--- config.mk ---
export PLATFORM = sky130hd
export DESIGN_NAME = key_debounce_quadrature_scanner_unit_flat
export DESIGN_NICKNAME = d
export VERILOG_FILES = /design/src/sv/kdq_pkg.sv /design/src/sv/kdq_if.sv /design/src/sv/key_debounce_quadrature_scanner_unit.sv /design/src/sv/kdq_debounce_lane.sv /design/src/sv/kdq_quad.sv /design/src/flat_wrapper.sv
export SDC_FILE = /design/constraint.sdc
export NUM_CORES = 2
export LEC_CHECK = 0
export ABC_CLOCK_PERIOD_IN_PS = 5560
export BUFFER_PORTS_ARGS = -buffer_cell sky130_fd_sc_hd__buf_2
export CORE_MARGIN = 5
export CORE_UTILIZATION = 35
export CTS_CLUSTER_SIZE = 28
export DETAILED_ROUTE_END_ITERATION = 10
export PLACE_DENSITY_LB_ADDON = 0.15
export RECOVER_POWER = 25
export SETUP_SLACK_MARGIN = 0.02
export SLEW_MARGIN = 10
export SYNTH_ARGS = -nofsm -noshare
export SYNTH_HDL_FRONTEND = slang
export SYNTH_SLANG_ARGS = --single-unit
export TNS_END_PERCENT = 1
--- constraint.sdc ---
create_clock -name clock -period 5.56 [get_ports clock]
set_input_delay 1.112 -clock clock [delete_from_list [all_inputs] [get_ports clock]]
set_output_delay 1.112 -clock clock [all_outputs]
set_load 0.005 [all_outputs]
--- src/sv/kdq_pkg.sv ---
package kdq_pkg;

   localparam int TIME_W     = 32;
   localparam int DEB_W      = 8;
   localparam int DET_W      = 4;
   localparam int CSR_DATA_W = 8;
   localparam int COUNT_W    = 5;

   localparam logic [DEB_W-1:0] DEBOUNCE_RESET = 8'd8;
   localparam logic [DET_W-1:0] DETENT_RESET   = 4'd4;

   typedef enum logic [0:0] {
      CSR_DEBOUNCE = 1'b0,
      CSR_DETENT   = 1'b1
   } kdq_csr_index_type;

   typedef enum logic [0:0] {
      REQ_SCAN    = 1'b0,
      REQ_SUSPEND = 1'b1
   } kdq_req_kind_type;

   typedef struct packed {
      logic stable;
      logic rise;
      logic fall;
   } kdq_lane_status_type;

   typedef struct packed {
      logic left;
      logic right;
   } kdq_turn_type;

   // Gray-code transition table indexed by {previous A, previous B, A, B}.
   function automatic logic signed [1:0] quad_delta(input logic [3:0] hist);
      logic signed [1:0] d;
      d = 2'sd0;
      case (hist) inside
         4'd1, 4'd7, 4'd8, 4'd14:  d = -2'sd1;
         4'd2, 4'd4, 4'd11, 4'd13: d = 2'sd1;
         default:                  d = 2'sd0;
      endcase
      return d;
   endfunction

endpackage

--- src/sv/kdq_if.sv ---
interface kdq_req_if #(parameter int NUM_KEYS = 10);
   logic                  valid;
   logic                  ready;
   logic                  req_type;
   logic [31:0]           now_ms;
   logic [NUM_KEYS-1:0]   key_levels_n;
   logic                  switch_level_n;
   logic                  phase_a;
   logic                  phase_b;

   modport source(output valid, req_type, now_ms, key_levels_n, switch_level_n,
                  phase_a, phase_b, input ready);
   modport sink(input valid, req_type, now_ms, key_levels_n, switch_level_n,
                phase_a, phase_b, output ready);
endinterface

interface kdq_rsp_if #(parameter int NUM_KEYS = 10);
   logic                  valid;
   logic                  ready;
   logic [NUM_KEYS-1:0]   keys_stable;
   logic [NUM_KEYS-1:0]   keys_pressed_edge;
   logic                  switch_level;
   logic                  switch_press_edge;
   logic                  turn_left;
   logic                  turn_right;
   logic [31:0]           switch_hold_ms;

   modport source(output valid, keys_stable, keys_pressed_edge, switch_level,
                  switch_press_edge, turn_left, turn_right, switch_hold_ms,
                  input ready);
   modport sink(input valid, keys_stable, keys_pressed_edge, switch_level,
                switch_press_edge, turn_left, turn_right, switch_hold_ms,
                output ready);
endinterface

--- src/sv/key_debounce_quadrature_scanner_unit.sv ---
// Key debounce and quadrature scanner.
// The req channel carries scan words (timestamp, active-low key and switch
// levels, encoder phases) or suspend words; every accepted word yields exactly
// one rsp word with the debounced keys, their press edges, the switch state,
// press edge and hold time, and the left/right detent pulses.
// Each key and the switch run in their own debounce lane side by side; the
// quadrature decoder runs next to them and the top level merges the lane
// results into one registered rsp word.
// The result of an accepted word is registered and shown on rsp in the cycle
// after it is accepted. Throughput is one word per cycle while rsp.ready is
// high, set by each lane's single compare-and-update and the one output register.
// When the receiver stalls, the output register holds its word and req.ready
// drops until it is taken; ready stays high while the register is empty or
// drains in the same cycle.
// Reset (synchronous, active high) clears all debounce state, the suspend
// flag, the decoder, and loads a debounce time of 8 ms and 4 quarters a detent.
// The csr port writes the debounce time (index 0) and the quarters a detent
// (index 1); write only while no word is in flight.
module key_debounce_quadrature_scanner_unit import kdq_pkg::*; #(
   parameter int NUM_KEYS = 10
) (
   input  logic                  clock,
   input  logic                  reset,
   kdq_req_if.sink               req,
   kdq_rsp_if.source             rsp,
   input  logic                  csr_we,
   input  kdq_csr_index_type     csr_index,
   input  logic [CSR_DATA_W-1:0] csr_wdata
);

   logic [DEB_W-1:0]    debounce_ff;
   logic [DET_W-1:0]    detent_ff;

   logic                accept, scan, suspend;
   kdq_lane_status_type key_status [NUM_KEYS];
   kdq_lane_status_type sw_status;
   kdq_turn_type        turn;

   logic [NUM_KEYS-1:0] keys_stable_in, keys_edge_in;
   logic                suspended_ff, suspended_in;
   logic [TIME_W-1:0]   press_start_ff, press_start_in;
   logic [TIME_W-1:0]   hold_in;

   logic                rsp_valid_ff;
   logic [NUM_KEYS-1:0] keys_stable_ff, keys_edge_ff;
   logic                switch_level_ff, switch_edge_ff, left_ff, right_ff;
   logic [TIME_W-1:0]   hold_ff;

   // Configuration registers.
   always_ff @(posedge clock) begin
      if (reset) begin
         debounce_ff <= DEBOUNCE_RESET;
         detent_ff   <= DETENT_RESET;
      end else if (csr_we) begin
         case (csr_index)
            CSR_DEBOUNCE: debounce_ff <= csr_wdata[DEB_W-1:0];
            CSR_DETENT:   detent_ff   <= csr_wdata[DET_W-1:0];
            default:      ;
         endcase
      end
   end

   assign req.ready = !rsp_valid_ff || rsp.ready;
   assign accept    = req.valid && req.ready;
   assign scan      = accept && (req.req_type == REQ_SCAN);
   assign suspend   = accept && (req.req_type == REQ_SUSPEND);

   for (genvar i = 0; i < NUM_KEYS; i++) begin : g_key
      kdq_debounce_lane u_lane (
         .clock   (clock),
         .reset   (reset),
         .enable  (scan),
         .raw     (!req.key_levels_n[i]),
         .now_ms  (req.now_ms),
         .deb_ms  (debounce_ff),
         .status  (key_status[i])
      );
      assign keys_stable_in[i] = key_status[i].stable;
      assign keys_edge_in[i]   = key_status[i].rise;
   end

   kdq_debounce_lane u_switch (
      .clock   (clock),
      .reset   (reset),
      .enable  (scan),
      .raw     (!req.switch_level_n),
      .now_ms  (req.now_ms),
      .deb_ms  (debounce_ff),
      .status  (sw_status)
   );

   kdq_quad u_quad (
      .clock           (clock),
      .reset           (reset),
      .enable          (scan),
      .phase_a         (req.phase_a),
      .phase_b         (req.phase_b),
      .detent_quarters (detent_ff),
      .turn            (turn)
   );

   // Merge: switch bookkeeping and hold time. A press starting now has zero
   // hold time, so the hold can use the old start time in parallel with the
   // lane compare.
   always_comb begin
      suspended_in   = suspended_ff;
      press_start_in = press_start_ff;
      if (suspend) suspended_in = 1'b1;
      if (sw_status.rise) begin
         suspended_in   = 1'b0;
         press_start_in = req.now_ms;
      end else if (sw_status.fall) begin
         press_start_in = '0;
      end
      hold_in = (sw_status.stable && !sw_status.rise && (press_start_ff != '0))
                ? req.now_ms - press_start_ff : '0;
   end

   always_ff @(posedge clock) begin
      if (reset) begin
         suspended_ff   <= 1'b0;
         press_start_ff <= '0;
         rsp_valid_ff   <= 1'b0;
      end else begin
         suspended_ff   <= suspended_in;
         press_start_ff <= press_start_in;
         if (accept) rsp_valid_ff <= 1'b1;
         else if (rsp.ready) rsp_valid_ff <= 1'b0;
      end
   end

   always_ff @(posedge clock) begin
      if (accept) begin
         keys_stable_ff  <= keys_stable_in;
         keys_edge_ff    <= keys_edge_in;
         switch_level_ff <= sw_status.stable && !suspended_in;
         switch_edge_ff  <= sw_status.rise;
         left_ff         <= turn.left;
         right_ff        <= turn.right;
         hold_ff         <= hold_in;
      end
   end

   assign rsp.valid             = rsp_valid_ff;
   assign rsp.keys_stable       = keys_stable_ff;
   assign rsp.keys_pressed_edge = keys_edge_ff;
   assign rsp.switch_level      = switch_level_ff;
   assign rsp.switch_press_edge = switch_edge_ff;
   assign rsp.turn_left         = left_ff;
   assign rsp.turn_right        = right_ff;
   assign rsp.switch_hold_ms    = hold_ff;

   a_one_direction: assert property (@(posedge clock) disable iff (reset)
      rsp.valid |-> !(rsp.turn_left && rsp.turn_right))
      else $error("left and right pulses in the same word");

   a_switch_edge_level: assert property (@(posedge clock) disable iff (reset)
      (rsp.valid && rsp.switch_press_edge) |-> rsp.switch_level)
      else $error("switch press edge without pressed level");

   a_key_edge_stable: assert property (@(posedge clock) disable iff (reset)
      rsp.valid |-> ((rsp.keys_pressed_edge & ~rsp.keys_stable) == '0))
      else $error("key press edge on a key that is not stable pressed");

   a_accept_gives_word: assert property (@(posedge clock) disable iff (reset)
      (req.valid && req.ready) |=> rsp.valid)
      else $error("accepted word produced no result");

endmodule

--- src/sv/kdq_debounce_lane.sv ---
module kdq_debounce_lane import kdq_pkg::*; (
   input  logic                clock,
   input  logic                reset,
   input  logic                enable,
   input  logic                raw,
   input  logic [TIME_W-1:0]   now_ms,
   input  logic [DEB_W-1:0]    deb_ms,
   output kdq_lane_status_type status
);

   logic              seen_ff, seen_in;
   logic              stable_ff, stable_in;
   logic [TIME_W-1:0] when_ff, when_in;
   logic [TIME_W-1:0] elapsed;
   logic              change;

   always_comb begin
      seen_in   = seen_ff;
      stable_in = stable_ff;
      when_in   = when_ff;
      // A fresh raw change restarts the timer, so it has held for zero ms.
      elapsed = (raw != seen_ff) ? '0 : now_ms - when_ff;
      change  = (stable_ff != raw) && (elapsed >= TIME_W'(deb_ms));
      if (enable) begin
         seen_in = raw;
         if (raw != seen_ff) when_in = now_ms;
         if (change) stable_in = raw;
      end
      status.stable = stable_in;
      status.rise   = enable && change && raw;
      status.fall   = enable && change && !raw;
   end

   always_ff @(posedge clock) begin
      if (reset) begin
         seen_ff   <= 1'b0;
         stable_ff <= 1'b0;
         when_ff   <= '0;
      end else begin
         seen_ff   <= seen_in;
         stable_ff <= stable_in;
         when_ff   <= when_in;
      end
   end

endmodule

--- src/sv/kdq_quad.sv ---
module kdq_quad import kdq_pkg::*; (
   input  logic             clock,
   input  logic             reset,
   input  logic             enable,
   input  logic             phase_a,
   input  logic             phase_b,
   input  logic [DET_W-1:0] detent_quarters,
   output kdq_turn_type     turn
);

   logic [3:0]                history_ff, history_in;
   logic signed [COUNT_W-1:0] count_ff, count_in;
   logic signed [COUNT_W-1:0] sum;
   logic signed [COUNT_W-1:0] thr;
   logic                      right, left;

   always_comb begin
      history_in = enable ? {history_ff[1:0], phase_a, phase_b} : history_ff;
      sum   = count_ff + COUNT_W'(quad_delta(history_in));
      thr   = (detent_quarters == '0) ? COUNT_W'(1)
                                      : signed'(COUNT_W'(detent_quarters));
      right = enable && (sum >= thr);
      left  = enable && !right && (sum <= -thr);
      count_in = count_ff;
      if (enable) count_in = (right || left) ? '0 : sum;
      turn.left  = left;
      turn.right = right;
   end

   always_ff @(posedge clock) begin
      if (reset) begin
         history_ff <= '0;
         count_ff   <= '0;
      end else begin
         history_ff <= history_in;
         count_ff   <= count_in;
      end
   end

endmodule
--- src/flat_wrapper.sv ---
// flat-port wrapper written by rule: the top's interface ports become plain ports
module key_debounce_quadrature_scanner_unit_flat import kdq_pkg::*;
#(
   parameter int NUM_KEYS = 10
)
  (clock, reset, csr_we, csr_index, csr_wdata, req_valid, req_req_type, req_now_ms, req_key_levels_n, req_switch_level_n, req_phase_a, req_phase_b, req_ready, rsp_valid, rsp_keys_stable, rsp_keys_pressed_edge, rsp_switch_level, rsp_switch_press_edge, rsp_turn_left, rsp_turn_right, rsp_switch_hold_ms, rsp_ready);
  kdq_req_if #(.NUM_KEYS(NUM_KEYS)) req_i ();
  kdq_rsp_if #(.NUM_KEYS(NUM_KEYS)) rsp_i ();
  input  logic clock;
  input  logic reset;
  input  logic csr_we;
  input  kdq_csr_index_type csr_index;
  input  logic [CSR_DATA_W-1:0] csr_wdata;
  input wire logic [$bits(req_i.valid)-1:0] req_valid;
  input wire logic [$bits(req_i.req_type)-1:0] req_req_type;
  input wire logic [$bits(req_i.now_ms)-1:0] req_now_ms;
  input wire logic [$bits(req_i.key_levels_n)-1:0] req_key_levels_n;
  input wire logic [$bits(req_i.switch_level_n)-1:0] req_switch_level_n;
  input wire logic [$bits(req_i.phase_a)-1:0] req_phase_a;
  input wire logic [$bits(req_i.phase_b)-1:0] req_phase_b;
  output wire logic [$bits(req_i.ready)-1:0] req_ready;
  output wire logic [$bits(rsp_i.valid)-1:0] rsp_valid;
  output wire logic [$bits(rsp_i.keys_stable)-1:0] rsp_keys_stable;
  output wire logic [$bits(rsp_i.keys_pressed_edge)-1:0] rsp_keys_pressed_edge;
  output wire logic [$bits(rsp_i.switch_level)-1:0] rsp_switch_level;
  output wire logic [$bits(rsp_i.switch_press_edge)-1:0] rsp_switch_press_edge;
  output wire logic [$bits(rsp_i.turn_left)-1:0] rsp_turn_left;
  output wire logic [$bits(rsp_i.turn_right)-1:0] rsp_turn_right;
  output wire logic [$bits(rsp_i.switch_hold_ms)-1:0] rsp_switch_hold_ms;
  input wire logic [$bits(rsp_i.ready)-1:0] rsp_ready;
  assign req_i.valid = req_valid;
  assign req_i.req_type = req_req_type;
  assign req_i.now_ms = req_now_ms;
  assign req_i.key_levels_n = req_key_levels_n;
  assign req_i.switch_level_n = req_switch_level_n;
  assign req_i.phase_a = req_phase_a;
  assign req_i.phase_b = req_phase_b;
  assign req_ready = req_i.ready;
  assign rsp_valid = rsp_i.valid;
  assign rsp_keys_stable = rsp_i.keys_stable;
  assign rsp_keys_pressed_edge = rsp_i.keys_pressed_edge;
  assign rsp_switch_level = rsp_i.switch_level;
  assign rsp_switch_press_edge = rsp_i.switch_press_edge;
  assign rsp_turn_left = rsp_i.turn_left;
  assign rsp_turn_right = rsp_i.turn_right;
  assign rsp_switch_hold_ms = rsp_i.switch_hold_ms;
  assign rsp_i.ready = rsp_ready;
  key_debounce_quadrature_scanner_unit #(.NUM_KEYS(NUM_KEYS)) u_core (.clock(clock), .reset(reset), .req(req_i), .rsp(rsp_i), .csr_we(csr_we), .csr_index(csr_index), .csr_wdata(csr_wdata));
endmodule
# After elaboration in Yosys (flattened, before gate mapping)
# Index checks and enable logic that the tools add are counted.
word_totals:
  ff_bits: 485
  latch_bits: 0
  ramBits: 0
  mem_bits_ro: 0
  input_bits: 60
  output_inout_bits: 58
  elab_cells: 229
  n_memories: 0
op_classes:
  add_sub_neg: 14
  multipliers: 0
  div: 0
  magnitude_cmp: 13
  eq_ne: 30
  n_shift: 0
  mux: 44
  bitwise: 2
  reduce_logical: 79
op_table:
  columns: ["op", "count"]
  rows:
  - ["$mux 32", 13]
  - ["$sub 32x32->32", 12]
  - ["$ge 32x8->1", 11]
  - ["$logic_and 1x1->1", 43]
  - ["$reduce_bool 32->1", 1]
  - ["$mux 1", 27]
  - ["$reduce_and 2->1", 13]
  - ["$ne 1x1->1", 22]
  - ["$eq 4x4->1 const B", 4]
  - ["$logic_not 1->1", 15]
  - ["$eq 4x3->1 const B", 2]
  - ["$mux 4", 2]
  - ["$reduce_or 4->1", 2]
  - ["$add 5x2->5", 1]
  - ["$ge 5x5->1", 1]
  - ["$le 5x5->1", 1]
  - ["$mux 5", 1]
  - ["$neg 4->5", 1]
  - ["$eq 4x1->1 const B", 1]
  - ["$eq 4x2->1 const B", 1]
  - ["$logic_not 4->1", 1]
  - ["$reduce_bool 2->1", 2]
  - ["$logic_or 1x1->1", 2]
  - ["$mux 2", 1]
  - ["$not 1->1", 2]

# Logic depth before layout (Yosys ltp)
logic_depth:
  ltp_word: 17
  mapped_depth: 22
  depth_no_buf: 21

# By module
# Synthesis repeated with hierarchy kept, for this count alone.
hier_totals:
  cells_unflattened: 6422
  area_unflattened_um2: 45860.2
modules_own_cells:
  columns: ["module", "n_inst", "cells_per_inst", "area_per_inst_um2", "seq_area_each_um2"]
  rows:
  - ["kdq_debounce_lane (u_core.g_key[1].u_lane ...)", 7, 517, 3554.7, 680.7]
  - ["key_debounce_quadrature_scanner_unit", 1, 587, 5447.7, 2602.5]
  - ["kdq_debounce_lane (u_core.g_key[3].u_lane)", 1, 543, 3744.8, 680.7]
  - ["kdq_debounce_lane (u_core.g_key[2].u_lane)", 1, 527, 3647.2, 680.7]
  - ["kdq_debounce_lane (u_core.g_key[0].u_lane)", 1, 521, 3634.7, 680.7]
  - ["kdq_debounce_lane (u_core.u_switch)", 1, 528, 3617.2, 680.7]
  - ["kdq_quad", 1, 97, 885.8, 180.2]

# Worst setup path before layout
# No wires, ideal clock.
synth_timing:
  kind: "input to register"
  startpoint: "in req_now_ms[0]"
  endpoint: "reg u_core.g_key[4].u_lane.stable_ff"
  setup_ns: 0.121
  t_arrival_ns: 5.232
  required_time_ns: 5.439
  path_slack_ns: 0.207
  path_stages: 22
  n_path_buf: 1
  cell_sequence: "clkbuf_1 -> inv_1 -> ha_1 -> inv_1 -> fa_1 -> a21o_1 -> a21oi_1 -> o21bai_1 -> a21oi_1 -> xor2_1 -> nor2_1 -> ha_1 -> o211a_1 -> o21ai_0 -> o21a_1 -> o211ai_1 -> a21oi_1 -> nand4b_1 -> or4_1 -> nor4_1 -> nor2_1 -> mux2_2"
synth_via:
  elab_chain_cells: 6
synth_rtl:
  columns: ["element", "line_no", "rtl"]
  rows:
  - ["from (decl)", "flat_wrapper.sv:16", "input wire logic [$bits(req_i.now_ms)-1:0] req_now_ms;"]
  - ["$sub 32x32->32", "kdq_debounce_lane.sv:22", "elapsed = (raw != seen_ff) ? '0 : now_ms - when_ff;"]
  - ["$mux 32", "kdq_debounce_lane.sv:22", null]
  - ["$ge 32x8->1", "kdq_debounce_lane.sv:23", "change = (stable_ff != raw) && (elapsed >= TIME_W'(deb_ms));"]
  - ["$logic_and 1x1->1", "kdq_debounce_lane.sv:23", null]
  - ["$mux 1", "kdq_debounce_lane.sv:27", "if (change) stable_in = raw;"]
  - ["$mux 1", "kdq_debounce_lane.sv:24", "if (enable) begin"]
  - ["to (signal assigned)", "kdq_debounce_lane.sv:41", "stable_ff <= stable_in;"]
  - ["to (decl)", "kdq_debounce_lane.sv:12", "logic stable_ff, stable_in;"]
# No other way between the ends.
# A chain may end at the register's enable or synchronous reset.

==> run_results.csv <==
group,metric,value,unit
global_routing,grt_use_met3,2.648,%
timing,fin_skew,0.02968,ns
synth,yosysWarningCount,0,
die,die_width,359.7,um
cells_and_area,design_area,48440,um2
setup_path,cpPeakStageDelay,3.39,ns
setup_path,cp.arrival,5.75,ns
timing,relSlewSlack,-213.1,%
global_routing,use_met2,37.88,%
timing,slew_violations,148,
timing,period_needed,5.231,ns
pwr,powerDensity,251.7,nW/um2
setup_path,path_max_fanout,89,
cells_and_area,fin_nets,6554,
timing,hold_violations,0,
pwr,ir_drop,0.0002130,V
global_routing,grt_overflow,0,
pwr,pwr-share-clk,37.9,%
setup_path,worstSetupEndpointType,"register",
routing,detail_route.vias_per_cell,5.516,
placement,portBuffers,117,
pwr,p_int,8.007,mW
synth,synth_area,42800,um2
synth,yosysMostFrequentCell,"nand2_1",
cts,cts_tree,"done",
cts,clk_latency,0.64,ns
global_routing,first_global_vias,40080,
synth,async_flop_share,0,%
cts,cts_resized,0,
setup_path,worstSetupPathType,"primary input to register",
setup_path,crit_family,"buffers and inverters",
global_routing,grt_max_degree,104,
die,die_area,129400,um2
global_routing,use_met1,31.79,%
outcome,violations,"max-capacitance violations, max-slew violations",
synth,synth_edf_count,56,
synth,yosysSeqAreaShare,23.99,%
cts,cts_root_buf,"clkbuf_16",
setup_path,r2r_setup_slack,1.03,ns
synth,synth_top_area_share,20.06,%
setup_path,worstPathCellList,"clkdlybuf4s25_1 -> buf_4 -> nor2_1 -> mux2_2",
timing,tightest_slew,4.697,ns
routing,first_iter_violations,2786,
worst_hold_path,min_path_cells,2,
setup_path,rr_endpoint,"u_core.rsp.keys_stable[9]",
routing,vias,42430,
placement,dp_hpwl,118.1,mm
pwr,power.leakage,18.44,nW
routing,avgRoutedWirePerCell,20.13,um
synth,synth_cell_type_count,95,
synth,yosys_most_used_dff,"dfxtp_1",
routing,totalWireLength,154.8,mm
cts,cts_setup_buffers,0,
synth,yosysTopAreaCell,"dfxtp_1",
pwr,pwr-share-seq,31.1,%
die,initial_core_util,35.17,%
setup_path,r2r_cells,17,
synth,synthCells,5881,
outcome,run_status,"finished with violations",
timing,timing.final.ws_setup,0.3294,ns
worst_hold_path,hold_path.class,"register to register",
global_routing,track_usage,22.89,%
synth,ys_ff_latch,485,
pwr,p_sw,4.186,mW
worst_hold_path,hp-start,"u_core.g_key[3].u_lane.when_ff[21]",
synth,postSynthAreaPerCell,7.278,um2
global_routing,antenna_found_initial,16,
timing,setup_viol,0,
worst_hold_path,whs_endpoint,"u_core.g_key[3].u_lane.when_ff[21]",
die,pin_count,118,
timing,max_freq,191.2,MHz
routing,detail_route.first_pass.iterations,6,
setup_path,start_kind,"primary input",
setup_path,required,6.08,ns
placement,dpl_worst_slack,-0.1135,ns
cts,clockBufferDepth,3,
cts,clk_pin_slew,0.06,ns
die,die_h,359.7,um
pwr,swShare,34.33,%
placement,gp_congestion,0.9173,
cts,ctsHoldBuffers,0,
cells_and_area,syn2layout_area_growth,13.15,%
setup_path,critPathBufInv,2,
die,core_area,121700,um2
cts,cts_made_buffers,67,
die,row_count,128,
setup_path,crit_path_top_delay_cell,"clkdlybuf4s25_1",
cts,cts_htree_levels,3,
routing,antenna_left,0,
synth,syn-num-nets,6427,
pwr,pwr-share-comb,31.0,%
routing,drc,0,
placement,placed_area,46150,um2
cells_and_area,n_fill_cell,12790,
synth,synthTopCellsByCount,"1004 x nand2_1, 719 x a21oi_1, 509 x inv_1",
timing,grt_setup_unrepaired,"no",
flow_run,drv_cap,3,
timing,post-route-period-util,94.08,%
synth,synth_area_leaders,"dfxtp_1 20%, ha_1 14%, nand2_1 8.8%",
setup_path,r2r-start,"u_core.g_key[9].u_lane.when_ff[0]",
global_routing,grt_pass1_wl,236.8,mm
global_routing,top_usage_layer,"met2",
cells_and_area,drive_gt1_share,7.669,%
cts,clock-sinks,485,
==> through the flow <==
step | cells | power, mW | util [%] | setup TNS (ns) | hold slack (ns)
global route | 7688 | 12.89 | 39.79 | 0 | 0.4664
finish | 7691 | 12.19 | 39.79 | 0 | 0.4507
detailed placement | 7564 | 7.612 | 37.91 | -0.3199 | 0.4463
global placement | 7564 | 7.609 | 37.91 | -0.2289 | 0.4416
floorplan | 5881 | 6.435 | - | 0 | 0.4363
CTS | 7688 | 12.33 | 39.84 | 0 | 0.4537
==> area by class of cell <==
type	count	area, um2	area share (%)
multi-input combinational	4623	29650	61.21
sequential	485	10270	21.20
timing repair buffer	322	2226	4.596
tap	1625	2033	4.198
clock buffer	95	1957	4.040
inverter	509	1912	3.947
clock inverter	29	382.9	0.7905
antenna	3	7.507	0.01550
==> how the worst max path moves through the flow <==
stage / startpoint / end / cells after the start
finish: reset / u_core.g_key[5].u_lane.stable_ff / 4
global route: reset / u_core.g_key[6].u_lane.stable_ff / 4
CTS: req_now_ms[0] / u_core.rsp.keys_stable[4] / 23
detailed placement: req_now_ms[0] / u_core.rsp.keys_stable[4] / 23
global placement: req_now_ms[0] / u_core.g_key[4].u_lane.stable_ff / 23
floorplan: req_now_ms[0] / u_core.g_key[4].u_lane.stable_ff / 22
==> metal layers <==
layer,share of wire (%),wire (um)
met3,5.1,7952
met2,45,69710
met5,0,0
met1,47,73260
met4,2.5,3923
==> placed cells by master (no fill, tap or decap), types with 45 or more instances in the layout <==
cell       instances
nand2_1         1004
a21oi_1          719
inv_1            508
ha_1             473
dfxtp_1          429
nor2_1           369
o21ai_0          248
buf_4            192
a21o_1           148
xnor2_1          134
nand3_1           94
nand2b_1          93
nor3_1            91
a211oi_1          90
xor2_1            87
buf_2             76
clkbuf_16         71
o21a_1            68
nand4_1           65
and3_1            62
nor2b_1           59
o211ai_1          58
edfxtp_1          56
clkbuf_1          55
a31oi_1           50
o21bai_1          45
==> power groups by stage <==
stage	Clock, mW	Sequential, mW	Combinational (mW)
floorplan	0	3.84	2.59
global placement	0	3.86	3.75
detailed placement	0	3.86	3.75
CTS	4.77	3.79	3.77
global route	4.88	3.81	4.20
finish	4.62	3.79	3.78
==> registers in the layout, indices dropped and copies added, names as in the netlist <==
| signal | cells |
|---|---|
| u_core.debounce_ff | 8 |
| u_core.detent_ff | 4 |
| u_core.g_key.u_lane.seen_ff | 10 |
| u_core.g_key.u_lane.stable_ff | 10 |
| u_core.g_key.u_lane.when_ff | 320 |
| u_core.press_start_ff | 32 |
| u_core.rsp.keys_pressed_edge | 10 |
| u_core.rsp.keys_stable | 10 |
| u_core.rsp.switch_hold_ms | 32 |
| u_core.rsp.switch_level | 1 |
| u_core.rsp.switch_press_edge | 1 |
| u_core.rsp.turn_left | 1 |
| u_core.rsp.turn_right | 1 |
| u_core.rsp.valid | 1 |
| u_core.suspended_ff | 1 |
| u_core.u_quad.count_ff | 5 |
| u_core.u_quad.history_ff | 4 |
| u_core.u_switch.seen_ff | 1 |
| u_core.u_switch.stable_ff | 1 |
| u_core.u_switch.when_ff | 32 |
==> logic make-up after synthesis <==
logic type / synth area share (%)
AND/OR/NAND/NOR: 21.94
flip-flops: 23.99
AO/OA/AOI/OAI: 26.88
adder cells (fa/ha/maj): 14.43
XOR/XNOR: 4.522
multiplexers: 1.371
buffers and inverters: 6.866
==> worst register-to-register path: cells and delay by family (launching register included) <==
| family | cells | cell delay, ns |
|---|---|---|
| adders and majority gates | 3 | 0.86 |
| DFF | 1 | 0.33 |
| AOI/OAI and AO/OA | 7 | 1.32 |
| and+or+nand+nor | 6 | 1.69 |
| buffers and inverters | 1 | 0.06 |
No activity file was read; power rests on OpenSTA's default activity.
